[config.mk]
export PLATFORM = sky130hd
export DESIGN_NAME = dedup_id_table_group_query_unit
export DESIGN_NICKNAME = d
export VERILOG_FILES = /design/src/design/didq_pkg.sv /design/src/design/didq_ram.sv /design/src/design/dedup_id_table_group_query_unit.sv
export SDC_FILE = /design/constraint.sdc
export NUM_CORES = 2
export LEC_CHECK = 0
export BUFFER_PORTS_ARGS = -buffer_cell sky130_fd_sc_hd__buf_4
export CORE_MARGIN = 10
export CORE_UTILIZATION = 25
export DETAILED_ROUTE_END_ITERATION = 10
export PLACE_DENSITY = 0.4
export SKIP_CTS_REPAIR_TIMING = 1
export SLEW_MARGIN = 15
export SYNTH_ARGS = -nofsm -noshare
export SYNTH_HDL_FRONTEND = slang
export SYNTH_SLANG_ARGS = --single-unit
[constraint.sdc]
create_clock -name clk -period 12.55 [get_ports clk]
set_input_delay 1.255 -clock clk [delete_from_list [all_inputs] [get_ports clk]]
set_output_delay 1.255 -clock clk [all_outputs]
set_load 0.02 [all_outputs]
[src/design/didq_pkg.sv]
// Shared types and constants for the deduplicating identifier table.
`timescale 1ns / 1ps
`default_nettype none

package didq_pkg;

  // Width of the identifier fields on the ports.
  localparam int unsigned PORT_ID_BITS = 32;

  // Most results that one group query may produce.
  localparam int unsigned RESULT_LIMIT = 32;
  localparam int unsigned RESULT_CNT_BITS = $clog2(RESULT_LIMIT + 1);

  // Item kinds carried by the func field.
  typedef enum logic {
    FUNC_RECORD = 1'b0,
    FUNC_QUERY  = 1'b1
  } func_t;

  // Result status codes.
  typedef enum logic [2:0] {
    STATUS_INSERTED = 3'd0,
    STATUS_PRESENT  = 3'd1,
    STATUS_FULL     = 3'd2,
    STATUS_MATCH    = 3'd3,
    STATUS_NO_MATCH = 3'd4
  } status_t;

  // Sequencer states.
  typedef enum logic {
    ST_IDLE,
    ST_SCAN
  } state_t;

endpackage

`default_nettype wire

[src/design/didq_ram.sv]
// Generic single-port-write, single-port-read RAM with a registered read.
`timescale 1ns / 1ps
`default_nettype none

module didq_ram #(
  parameter int unsigned WIDTH = 8,
  parameter int unsigned DEPTH = 32
) (
  input  wire logic                                         clk,
  input  wire logic                                         we,
  input  wire logic [((DEPTH > 1) ? $clog2(DEPTH) : 1)-1:0] waddr,
  input  wire logic [WIDTH-1:0]                             wdata,
  input  wire logic                                         re,
  input  wire logic [((DEPTH > 1) ? $clog2(DEPTH) : 1)-1:0] raddr,
  output logic      [WIDTH-1:0]                             rdata
);

  logic [WIDTH-1:0] mem [DEPTH];

  // Write port.
  always_ff @(posedge clk) begin
    if (we) begin
      mem[waddr] <= wdata;
    end
  end

  // Read port; the data holds while no read is issued.
  always_ff @(posedge clk) begin
    if (re) begin
      rdata <= mem[raddr];
    end
  end

endmodule

`default_nettype wire

[src/design/dedup_id_table_group_query_unit.sv]
// Top level of the deduplicating identifier table with group query.
//
// Input channel (in_valid / in_stall) carries one word: func, action_id,
// sender_id and receiver_id. A record word (func 0) appends the triple,
// marks an identical stored row instead, or reports the table full. A
// query word (func 1) returns, up to RESULT_LIMIT, the stored rows whose
// action and sender match, in insertion order, with the row's previous
// mark, and marks them; with no match it returns a single no-match word.
// The final result word of each input word has last set.
// Output channel (out_valid / out_stall) is a registered output stage.
// One input word is worked on at a time, one stored row per cycle through
// the row memory. The final result of a word enters the output stage once
// every stored row has been read and compared; a record that finds its
// triple in row i finishes as soon as row i is read and compared. The next
// word can be accepted in the cycle after the final result enters the output
// stage. A query holds each match back until the next match or the end of
// the scan decides its last flag. Every cycle in which the output stage is
// full and stalled pauses the scan. A new word may be accepted while the
// final result still waits in the output stage. Reset empties the table
// at once.
`timescale 1ns / 1ps
`default_nettype none

module dedup_id_table_group_query_unit #(
  parameter int unsigned TABLE_DEPTH = 32,
  parameter int unsigned ID_BITS     = 32
) (
  input  wire logic                                 clk,
  input  wire logic                                 rst,
  input  wire logic                                 in_valid,
  output logic                                      in_stall,
  input  wire logic                                 func,
  input  wire logic [didq_pkg::PORT_ID_BITS-1:0]    action_id,
  input  wire logic [didq_pkg::PORT_ID_BITS-1:0]    sender_id,
  input  wire logic [didq_pkg::PORT_ID_BITS-1:0]    receiver_id,
  output logic                                      out_valid,
  input  wire logic                                 out_stall,
  output didq_pkg::status_t                         status,
  output logic      [didq_pkg::PORT_ID_BITS-1:0]    match_receiver,
  output logic                                      prior_mark,
  output logic                                      last
);

  import didq_pkg::*;

  localparam int unsigned AW = (TABLE_DEPTH > 1) ? $clog2(TABLE_DEPTH) : 1;
  localparam int unsigned CW = $clog2(TABLE_DEPTH + 1);
  localparam int unsigned TW = 3 * ID_BITS;
  localparam logic [CW-1:0] DEPTH_C = CW'(TABLE_DEPTH);
  localparam logic [RESULT_CNT_BITS-1:0] LIMIT_C = RESULT_CNT_BITS'(RESULT_LIMIT);

  // Control and item registers.
  state_t                     state, state_next;
  logic [CW-1:0]              row_count, row_count_next;
  logic [CW-1:0]              idx, idx_next;
  logic                       rd_valid, rd_valid_next;
  logic [AW-1:0]              rd_row, rd_row_next;
  logic [RESULT_CNT_BITS-1:0] k, k_next;
  func_t                      item_func, item_func_next;
  logic [ID_BITS-1:0]         item_act, item_act_next;
  logic [ID_BITS-1:0]         item_snd, item_snd_next;
  logic [ID_BITS-1:0]         item_rcv, item_rcv_next;

  // Held-back query match.
  logic                       pend_valid, pend_valid_next;
  logic [PORT_ID_BITS-1:0]    pend_recv, pend_recv_next;
  logic                       pend_mark, pend_mark_next;

  // Output stage.
  logic                       out_valid_next;
  status_t                    status_next;
  logic [PORT_ID_BITS-1:0]    match_receiver_next;
  logic                       prior_mark_next;
  logic                       last_next;

  // Memory ports.
  logic                       tri_we, mark_we, mem_re;
  logic [AW-1:0]              tri_waddr, mark_waddr;
  logic [TW-1:0]              tri_wdata, tri_rdata;
  logic                       mark_wdata, mark_rdata;

  // Identifier views at the table width.
  logic [ID_BITS-1:0]         act_in, snd_in, rcv_in;
  logic [ID_BITS-1:0]         rd_act, rd_snd, rd_rcv;
  logic [PORT_ID_BITS-1:0]    rd_rcv_port;
  logic                       hit_pair, hit_full, out_free;

  // Bring port identifiers to ID_BITS and stored receivers back to the port width.
  for (genvar b = 0; b < ID_BITS; b++) begin : g_in_id
    if (b < PORT_ID_BITS) begin : g_bit
      assign act_in[b] = action_id[b];
      assign snd_in[b] = sender_id[b];
      assign rcv_in[b] = receiver_id[b];
    end else begin : g_zero
      assign act_in[b] = 1'b0;
      assign snd_in[b] = 1'b0;
      assign rcv_in[b] = 1'b0;
    end
  end

  for (genvar b = 0; b < PORT_ID_BITS; b++) begin : g_out_id
    if (b < ID_BITS) begin : g_bit
      assign rd_rcv_port[b] = rd_rcv[b];
    end else begin : g_zero
      assign rd_rcv_port[b] = 1'b0;
    end
  end

  // Row storage: the identifier triple and the marked flag.
  didq_ram #(
    .WIDTH(TW),
    .DEPTH(TABLE_DEPTH)
  ) u_triple_ram (
    .clk  (clk),
    .we   (tri_we),
    .waddr(tri_waddr),
    .wdata(tri_wdata),
    .re   (mem_re),
    .raddr(idx[AW-1:0]),
    .rdata(tri_rdata)
  );

  didq_ram #(
    .WIDTH(1),
    .DEPTH(TABLE_DEPTH)
  ) u_mark_ram (
    .clk  (clk),
    .we   (mark_we),
    .waddr(mark_waddr),
    .wdata(mark_wdata),
    .re   (mem_re),
    .raddr(idx[AW-1:0]),
    .rdata(mark_rdata)
  );

  // Compare the row just read against the current item.
  assign rd_act   = tri_rdata[TW-1 -: ID_BITS];
  assign rd_snd   = tri_rdata[2*ID_BITS-1 -: ID_BITS];
  assign rd_rcv   = tri_rdata[ID_BITS-1:0];
  assign hit_pair = (rd_act == item_act) && (rd_snd == item_snd);
  assign hit_full = hit_pair && (rd_rcv == item_rcv);

  assign out_free = !out_valid || !out_stall;
  assign in_stall = (state != ST_IDLE);

  // Sequencer: scans one row per cycle while output is free, marking behind the scan.
  always_comb begin
    state_next          = state;
    row_count_next      = row_count;
    idx_next            = idx;
    rd_valid_next       = rd_valid;
    rd_row_next         = rd_row;
    k_next              = k;
    item_func_next      = item_func;
    item_act_next       = item_act;
    item_snd_next       = item_snd;
    item_rcv_next       = item_rcv;
    pend_valid_next     = pend_valid;
    pend_recv_next      = pend_recv;
    pend_mark_next      = pend_mark;
    out_valid_next      = out_valid && out_stall;
    status_next         = status;
    match_receiver_next = match_receiver;
    prior_mark_next     = prior_mark;
    last_next           = last;
    tri_we              = 1'b0;
    tri_waddr           = row_count[AW-1:0];
    tri_wdata           = {item_act, item_snd, item_rcv};
    mark_we             = 1'b0;
    mark_waddr          = rd_row;
    mark_wdata          = 1'b1;
    mem_re              = 1'b0;

    case (state)
      ST_IDLE: begin
        rd_valid_next = 1'b0;
        if (in_valid) begin
          item_func_next  = func_t'(func);
          item_act_next   = act_in;
          item_snd_next   = snd_in;
          item_rcv_next   = rcv_in;
          idx_next        = '0;
          k_next          = '0;
          pend_valid_next = 1'b0;
          state_next      = ST_SCAN;
        end
      end

      ST_SCAN: begin
        if (out_free) begin
          // Issue the read of the next stored row.
          if (idx < row_count) begin
            mem_re        = 1'b1;
            rd_valid_next = 1'b1;
            rd_row_next   = idx[AW-1:0];
            idx_next      = idx + 1'b1;
          end else begin
            rd_valid_next = 1'b0;
          end

          if (rd_valid) begin
            if (item_func == FUNC_RECORD) begin
              // An identical row gets marked and ends the word.
              if (hit_full) begin
                mark_we             = 1'b1;
                out_valid_next      = 1'b1;
                status_next         = STATUS_PRESENT;
                match_receiver_next = '0;
                prior_mark_next     = mark_rdata;
                last_next           = 1'b1;
                rd_valid_next       = 1'b0;
                state_next          = ST_IDLE;
              end
            end else if (hit_pair && (k != LIMIT_C)) begin
              // A new match releases the one held back, which is not the last.
              mark_we = 1'b1;
              if (pend_valid) begin
                out_valid_next      = 1'b1;
                status_next         = STATUS_MATCH;
                match_receiver_next = pend_recv;
                prior_mark_next     = pend_mark;
                last_next           = 1'b0;
              end
              pend_valid_next = 1'b1;
              pend_recv_next  = rd_rcv_port;
              pend_mark_next  = mark_rdata;
              k_next          = k + 1'b1;
            end
          end else if (idx == row_count) begin
            // Scan complete: close the word.
            out_valid_next  = 1'b1;
            last_next       = 1'b1;
            state_next      = ST_IDLE;
            if (item_func == FUNC_RECORD) begin
              match_receiver_next = '0;
              prior_mark_next     = 1'b0;
              if (row_count != DEPTH_C) begin
                tri_we         = 1'b1;
                mark_we        = 1'b1;
                mark_waddr     = row_count[AW-1:0];
                mark_wdata     = 1'b0;
                row_count_next = row_count + 1'b1;
                status_next    = STATUS_INSERTED;
              end else begin
                status_next = STATUS_FULL;
              end
            end else if (pend_valid) begin
              status_next         = STATUS_MATCH;
              match_receiver_next = pend_recv;
              prior_mark_next     = pend_mark;
            end else begin
              status_next         = STATUS_NO_MATCH;
              match_receiver_next = '0;
              prior_mark_next     = 1'b0;
            end
          end
        end
      end

      default: begin
        state_next = ST_IDLE;
      end
    endcase
  end

  // Control registers.
  always_ff @(posedge clk) begin
    if (rst) begin
      state      <= ST_IDLE;
      row_count  <= '0;
      rd_valid   <= 1'b0;
      pend_valid <= 1'b0;
      out_valid  <= 1'b0;
    end else begin
      state      <= state_next;
      row_count  <= row_count_next;
      rd_valid   <= rd_valid_next;
      pend_valid <= pend_valid_next;
      out_valid  <= out_valid_next;
    end
  end

  // Payload registers.
  always_ff @(posedge clk) begin
    idx            <= idx_next;
    rd_row         <= rd_row_next;
    k              <= k_next;
    item_func      <= item_func_next;
    item_act       <= item_act_next;
    item_snd       <= item_snd_next;
    item_rcv       <= item_rcv_next;
    pend_recv      <= pend_recv_next;
    pend_mark      <= pend_mark_next;
    status         <= status_next;
    match_receiver <= match_receiver_next;
    prior_mark     <= prior_mark_next;
    last           <= last_next;
  end

endmodule

`default_nettype wire
# [After elaboration in Yosys (flattened, before gate mapping)]
# Memories as Yosys holds them, arrays and structs flattened. A register that Yosys moved wholly into a read port is not among the register bits.
# Cells that the tools add are included.
[classes] n_mux=97 n_addsub=3 reduce_logical=15 n_bitwise=3 eq_ne=15 order_cmp=1
[op_table] op="$mux 32" count=8
[op_table] op="$eq 32x32->1" count=3
[op_table] op="$mux 1" count=62
[op_table] op="$mux 6" count=7
[op_table] op="$mux 5" count=6
[op_table] op="$mux 3" count=8
[op_table] op="$pmux 6 s2" count=2
[op_table] op="$add 6x1->6 const B" count=3
[op_table] op="$ne 6x6->1 const B" count=2
[op_table] op="$reduce_and 6->1" count=2
[op_table] op="$ne 2x1->1 const B" count=5
[op_table] op="$reduce_and 5->1" count=2
[op_table] op="$eq 6x6->1" count=1
[op_table] op="$lt 6x6->1" count=1
[op_table] op="$ne 3x2->1 const B" count=2
[op_table] op="$pmux 1 s2" count=3
[op_table] op="$reduce_and 3->1" count=2
[op_table] op="$logic_and 1x1->1" count=4
[op_table] op="$ne 3x1->1 const B" count=1
[op_table] op="$not 1->1" count=3
[op_table] op="$logic_not 1->1" count=2
[op_table] op="$mux 2" count=1
[op_table] op="$ne 2x2->1 const B" count=1
[op_table] op="$reduce_and 2->1" count=1
[op_table] op="2 further kinds" count=2
[word_totals] register_bits=194 output_inout_bits=39 elab_cells=154 ram_bits=3104 memories=2 inputBits=101
[mem_list] name="u_triple_ram.mem" words=32 word_bits=96 read_ports=1 rd_ports_with_merged_regs=1 write_ports=1 line_no="didq_ram.sv:18" text="logic [WIDTH-1:0] mem [DEPTH];"
[mem_list] name="u_mark_ram.mem" words=32 word_bits=1 read_ports=1 rd_ports_with_merged_regs=1 write_ports=1 line_no="didq_ram.sv:18"

# [Logic depth before layout (Yosys ltp)]
[depth] ltp_word=10 depth_mapped=12 ltp_nobuf=9

# [Hierarchy]
# From an unflattened synthesis, not the netlist that was laid out.
[unflattened] hier_cells=6231 area_unflattened_um2=128901.1
[by_module_without_submodules] mod="didq_ram at u_triple_ram" n_inst=1 area_each_um2=119453.3 cells_per_inst=5604
[by_module_without_submodules] mod="dedup_id_table_group_query_unit" n_inst=1 area_each_um2=7920.1 cells_per_inst=507
[by_module_without_submodules] mod="didq_ram at u_mark_ram" n_inst=1 area_each_um2=1527.7 cells_per_inst=120

# [Worst setup path after synthesis]
# Ideal clock, no wire load.
[synth_timing] path_kind="register -> register" from="register idx[0]" to="memory u_triple_ram.mem[31][0] (netlist name), enable pin" slack_ns=5.601 arrival_ns=6.397 t_required_ns=11.998 path_stages_with_launch=12 setup_ns=0.552 cell_sequence="edfxtp_1 buf_2 clkbuf_1 buf_2 inv_1 ha_1 nand4_1 nor2_1 and3_1 buf_1 nand2_1 nor2_1"
[synth_between] elab_chain_len=7
[synth_rtl] element="start: declaration" line_no="dedup_id_table_group_query_unit.sv:55" text="logic [CW-1:0] idx, idx_next;"
[synth_rtl] element="start signal: assignment" line_no="dedup_id_table_group_query_unit.sv:285" text="idx <= idx_next;"
[synth_rtl] element="$eq 6x6->1" line_no="dedup_id_table_group_query_unit.sv:229" text="end else if (idx == row_count) begin"
[synth_rtl] element="$mux 1" line_no="dedup_id_table_group_query_unit.sv:229"
[synth_rtl] element="$mux 1" line_no="dedup_id_table_group_query_unit.sv:201" text="if (rd_valid) begin"
[synth_rtl] element="$mux 1" line_no="dedup_id_table_group_query_unit.sv:190" text="if (out_free) begin"
[synth_rtl] element="$mux 1" line_no="dedup_id_table_group_query_unit.sv:174" text="case (state)"
[synth_rtl] element="$mux 1" line_no="didq_ram.sv:22" text="if (we) begin"
[synth_rtl] element="$mux 1 (not written as such)" line_no="didq_ram.sv:23" text="mem[waddr] <= wdata;"
[synth_rtl] element="end: declaration" line_no="didq_ram.sv:18"
# No other way between the ends.

# [Worst setup path in the final report]
[layout_timing] from="register idx[1]" to="register u_triple_ram.rdata[43] (read register of u_triple_ram.mem), data pin"
[layout_between] elab_chain_len=4
[layout_rtl] element="$lt 6x6->1" line_no="dedup_id_table_group_query_unit.sv:192" text="if (idx < row_count) begin"
[layout_rtl] element="$mux 1" line_no="dedup_id_table_group_query_unit.sv:192"
[layout_rtl] element="$mux 1" line_no="dedup_id_table_group_query_unit.sv:190"
[layout_rtl] element="$mux 1" line_no="dedup_id_table_group_query_unit.sv:174"
[layout_rtl] element="end: declaration" line_no="didq_ram.sv:15" text="output logic [WIDTH-1:0] rdata"
# Parallel ways exist; a longest one is shown, timed or not.
# A chain may end at the register's enable or synchronous reset.

==> results.cfg <==
[status]
status = finished, final reports clean

[worst_setup_path]
arrival_ns = 6.40
critPathKind = flop to flop
end_kind = flop
start_kind = flop
crit_fanout = 108
worstPathRequired_ns = 13.27

[grt]
grt.overflow.total = 0
grt_max_degree = 109
grt_use_total_pct = 13.5
antenna_found_initial = 30
grt_pass1_wl_mm = 517
first_global_vias = 60914

[routing]
vias = 56987
ant_nets = 0
first_iter_violations = 5143
drt_wl_total_mm = 377
drt-wirelength-per-cell_um = 29.7
drc = 0
routed_via_density = 4.49
dr.pass1.iters = 8

[timing]
slew_headroom_pct = 21.8
rsz0062_at_grt = false
finalSetupViolCount = 0
period_share_pct = 45.3
finClkSkew_ns = 0.0477
finalCriticalPeriod_ns = 5.68
tns_ns = 0
hold_violations = 0
tightest_slew_ns = 1.17
fmax_mhz = 176
holdWs_ns = 0.448
slew_viol_final = 0

[clock_tree]
insertion_delay_ns = 0.98
cts_max_level = 5
clkSinkCount = 3395
cts_max_path_buffers = 4
clk_pin_slew_ns = 0.06
tritoncts = built
cts_root_buf = clkbuf_16
numCtsBuffers = 380

[floorplanning]
die_h_um = 737
io_pins = 140
core-area_um2 = 513000
start_util_pct = 25.1
die_x_um = 737
rows = 263
die_area_um2 = 543000

[placed_design]
dp.final_hpwl_mm = 191
gp_congestion = 0.700
port_buffers = 139

[finish]
nNetsFinal = 5723
n_fill_cell = 49358
drive_gt1_share_pct = 33.9
area_delta_synth_final_pct = 17.8

[yosys]
synth-edff-count = 3385
netlist_instances = 5108
yosysWarnings = 0
synth_cell_types = 44
synth-async-reset-ratio_pct = 0
netlist_top_cells_count = edfxtp_1 (3385), mux4_2 (970), clkbuf_1 (132)
netlist_area_um2 = 128000
netlist_top_cells_area = edfxtp_1 (79%), mux4_2 (17%), mux2_2 (0.86%), xor2_1 (0.46%), clkbuf_1 (0.39%)
ys.flop_type = edfxtp_1
synthDominantCellAreaShare_pct = 79.1
synth-seq-cells = 3395
syn_avg_cell_area_um2 = 25.2
synth_top_cell_by_area = edfxtp_1
yosysMostFrequentCell = edfxtp_1
syn_nets = 5222
synth_seq_area_share_pct = 79.3

[power]
p_seq_share_pct = 49.7
power.share.clock_pct = 43.0
peakVddDrop_v = 0.000103
p_int_mw = 19.7
combPwrFrac_pct = 7.4
switching_share_pct = 22.4
total_power_mw = 25.5
p_leak_nw = 45.7
p_per_area_nw_per_um2 = 168
p_switching_mw = 5.72

[min_path]
worstHoldPathType = input pin to flop

[flow_run]
drv_cap = 0
final timing paths:
| kind | cells past startpoint | slack [ns] | endpoint | start |
|---|---|---|---|---|
| setup / recovery | 8 | 6.87 | u_triple_ram.rdata[43] | idx[1] |
| hold / removal | 1 | 0.45 | item_act[1] | action_id[1] |
| setup reg to reg | 8 | 6.87 | u_triple_ram.rdata[43] | idx[1] |
| hold reg to reg | 0 | 0.47 | pend_recv[20] | u_triple_ram.rdata[20] |
critical path, cell delays in order (launching register included):
cell and delay (ns):
edfxtp_1 0.36, buf_4 0.57, buf_4 0.77, buf_12 0.60, buf_4 0.86, buf_4 0.74, mux4_2 0.42, mux4_2 0.48
mux2_2 0.28
logic make-up after synthesis:
family | count (synthesis) | share of synthesized area, %
XOR/XNOR | 109 | 0.743
adder cells (fa/ha/maj) | 13 | 0.127
AO/OA/AOI/OAI | 33 | 0.172
buffers and inverters | 262 | 0.900
multiplexers | 1070 | 17.9
flip-flops | 3395 | 79.3
AND/OR/NAND/NOR | 226 | 0.914
layout make-up:
| cell class | instances | area, um2 | area share, % |
|---|---|---|---|
| clock buffers | 455 | 9980 | 6.59 |
| inverters | 19 | 86.3 | 0.0570 |
| well taps | 6757 | 8450 | 5.58 |
| flip-flops and latches | 3395 | 102000 | 67.3 |
| clock inverters | 248 | 2160 | 1.42 |
| multi-input cells | 1451 | 25800 | 17.0 |
| diodes | 10 | 25.0 | 0.0165 |
| repair buffers | 362 | 3080 | 2.03 |
per-stage QoR:
stage,cell area (um2),setup slack [ns],utilization (%),std cells
4_1_cts,151000,6.70,29.5,12679
3_5_place_dp,139000,6.48,27.1,11976
5_1_grt,151000,6.53,29.5,12690
2_1_floorplan,128000,5.60,-,5108
6_report,151000,6.87,29.5,12697
3_3_place_gp,139000,6.48,27.1,11975
power groups by stage:
stage | clock network, mW | logic, mW | registers, mW
after floorplan | 0 | 1.20 | 12.9
after global placement | 0 | 1.92 | 12.9
after detailed placement | 0 | 1.93 | 12.9
after CTS | 11.3 | 1.93 | 12.7
after global routing | 11.7 | 2.01 | 12.6
final | 10.9 | 1.88 | 12.6
layer usage:
layer	part of all wire, %	track usage [%]	vias up	routed length [um]
li1	-	-	23186	-
met1	44	18.5	31894	167000
met2	49	22.6	1423	184000
met3	4.6	2.12	470	17400
met4	2.2	3.19	14	8440
met5	0.024	0	-	91
state kept, by name (all words and copies together) (netlist names):
signal              flops
item_act               32
item_snd               32
rd_row                  5
u_triple_ram.rdata     96
match_receiver         32
rd_valid                1
item_func               1
pend_recv              32
pend_valid              1
status                  3
last                    1
prior_mark              1
in_stall                1
u_mark_ram.mem         32
u_mark_ram.rdata        1
item_rcv               32
pend_mark               1
k                       6
u_triple_ram.mem     3072
idx                     6
out_valid               1
row_count               6
layout by cell type, fill, tap and decap left out, types with 16 or more instances in the layout:
cell / instances
buf_4: 333
clkbuf_1: 66
nor2_4: 32
nor3_1: 37
edfxtp_1: 3385
nand2_1: 24
mux4_2: 970
nor4_1: 21
nor2_1: 18
xnor2_1: 42
nand3_1: 16
buf_12: 21
clkinv_2: 75
bufinv_16: 31
xor2_1: 67
and2_1: 44
clkinv_1: 104
clkbuf_16: 389
mux2_2: 98
No activity file was read; power rests on OpenSTA's default activity.
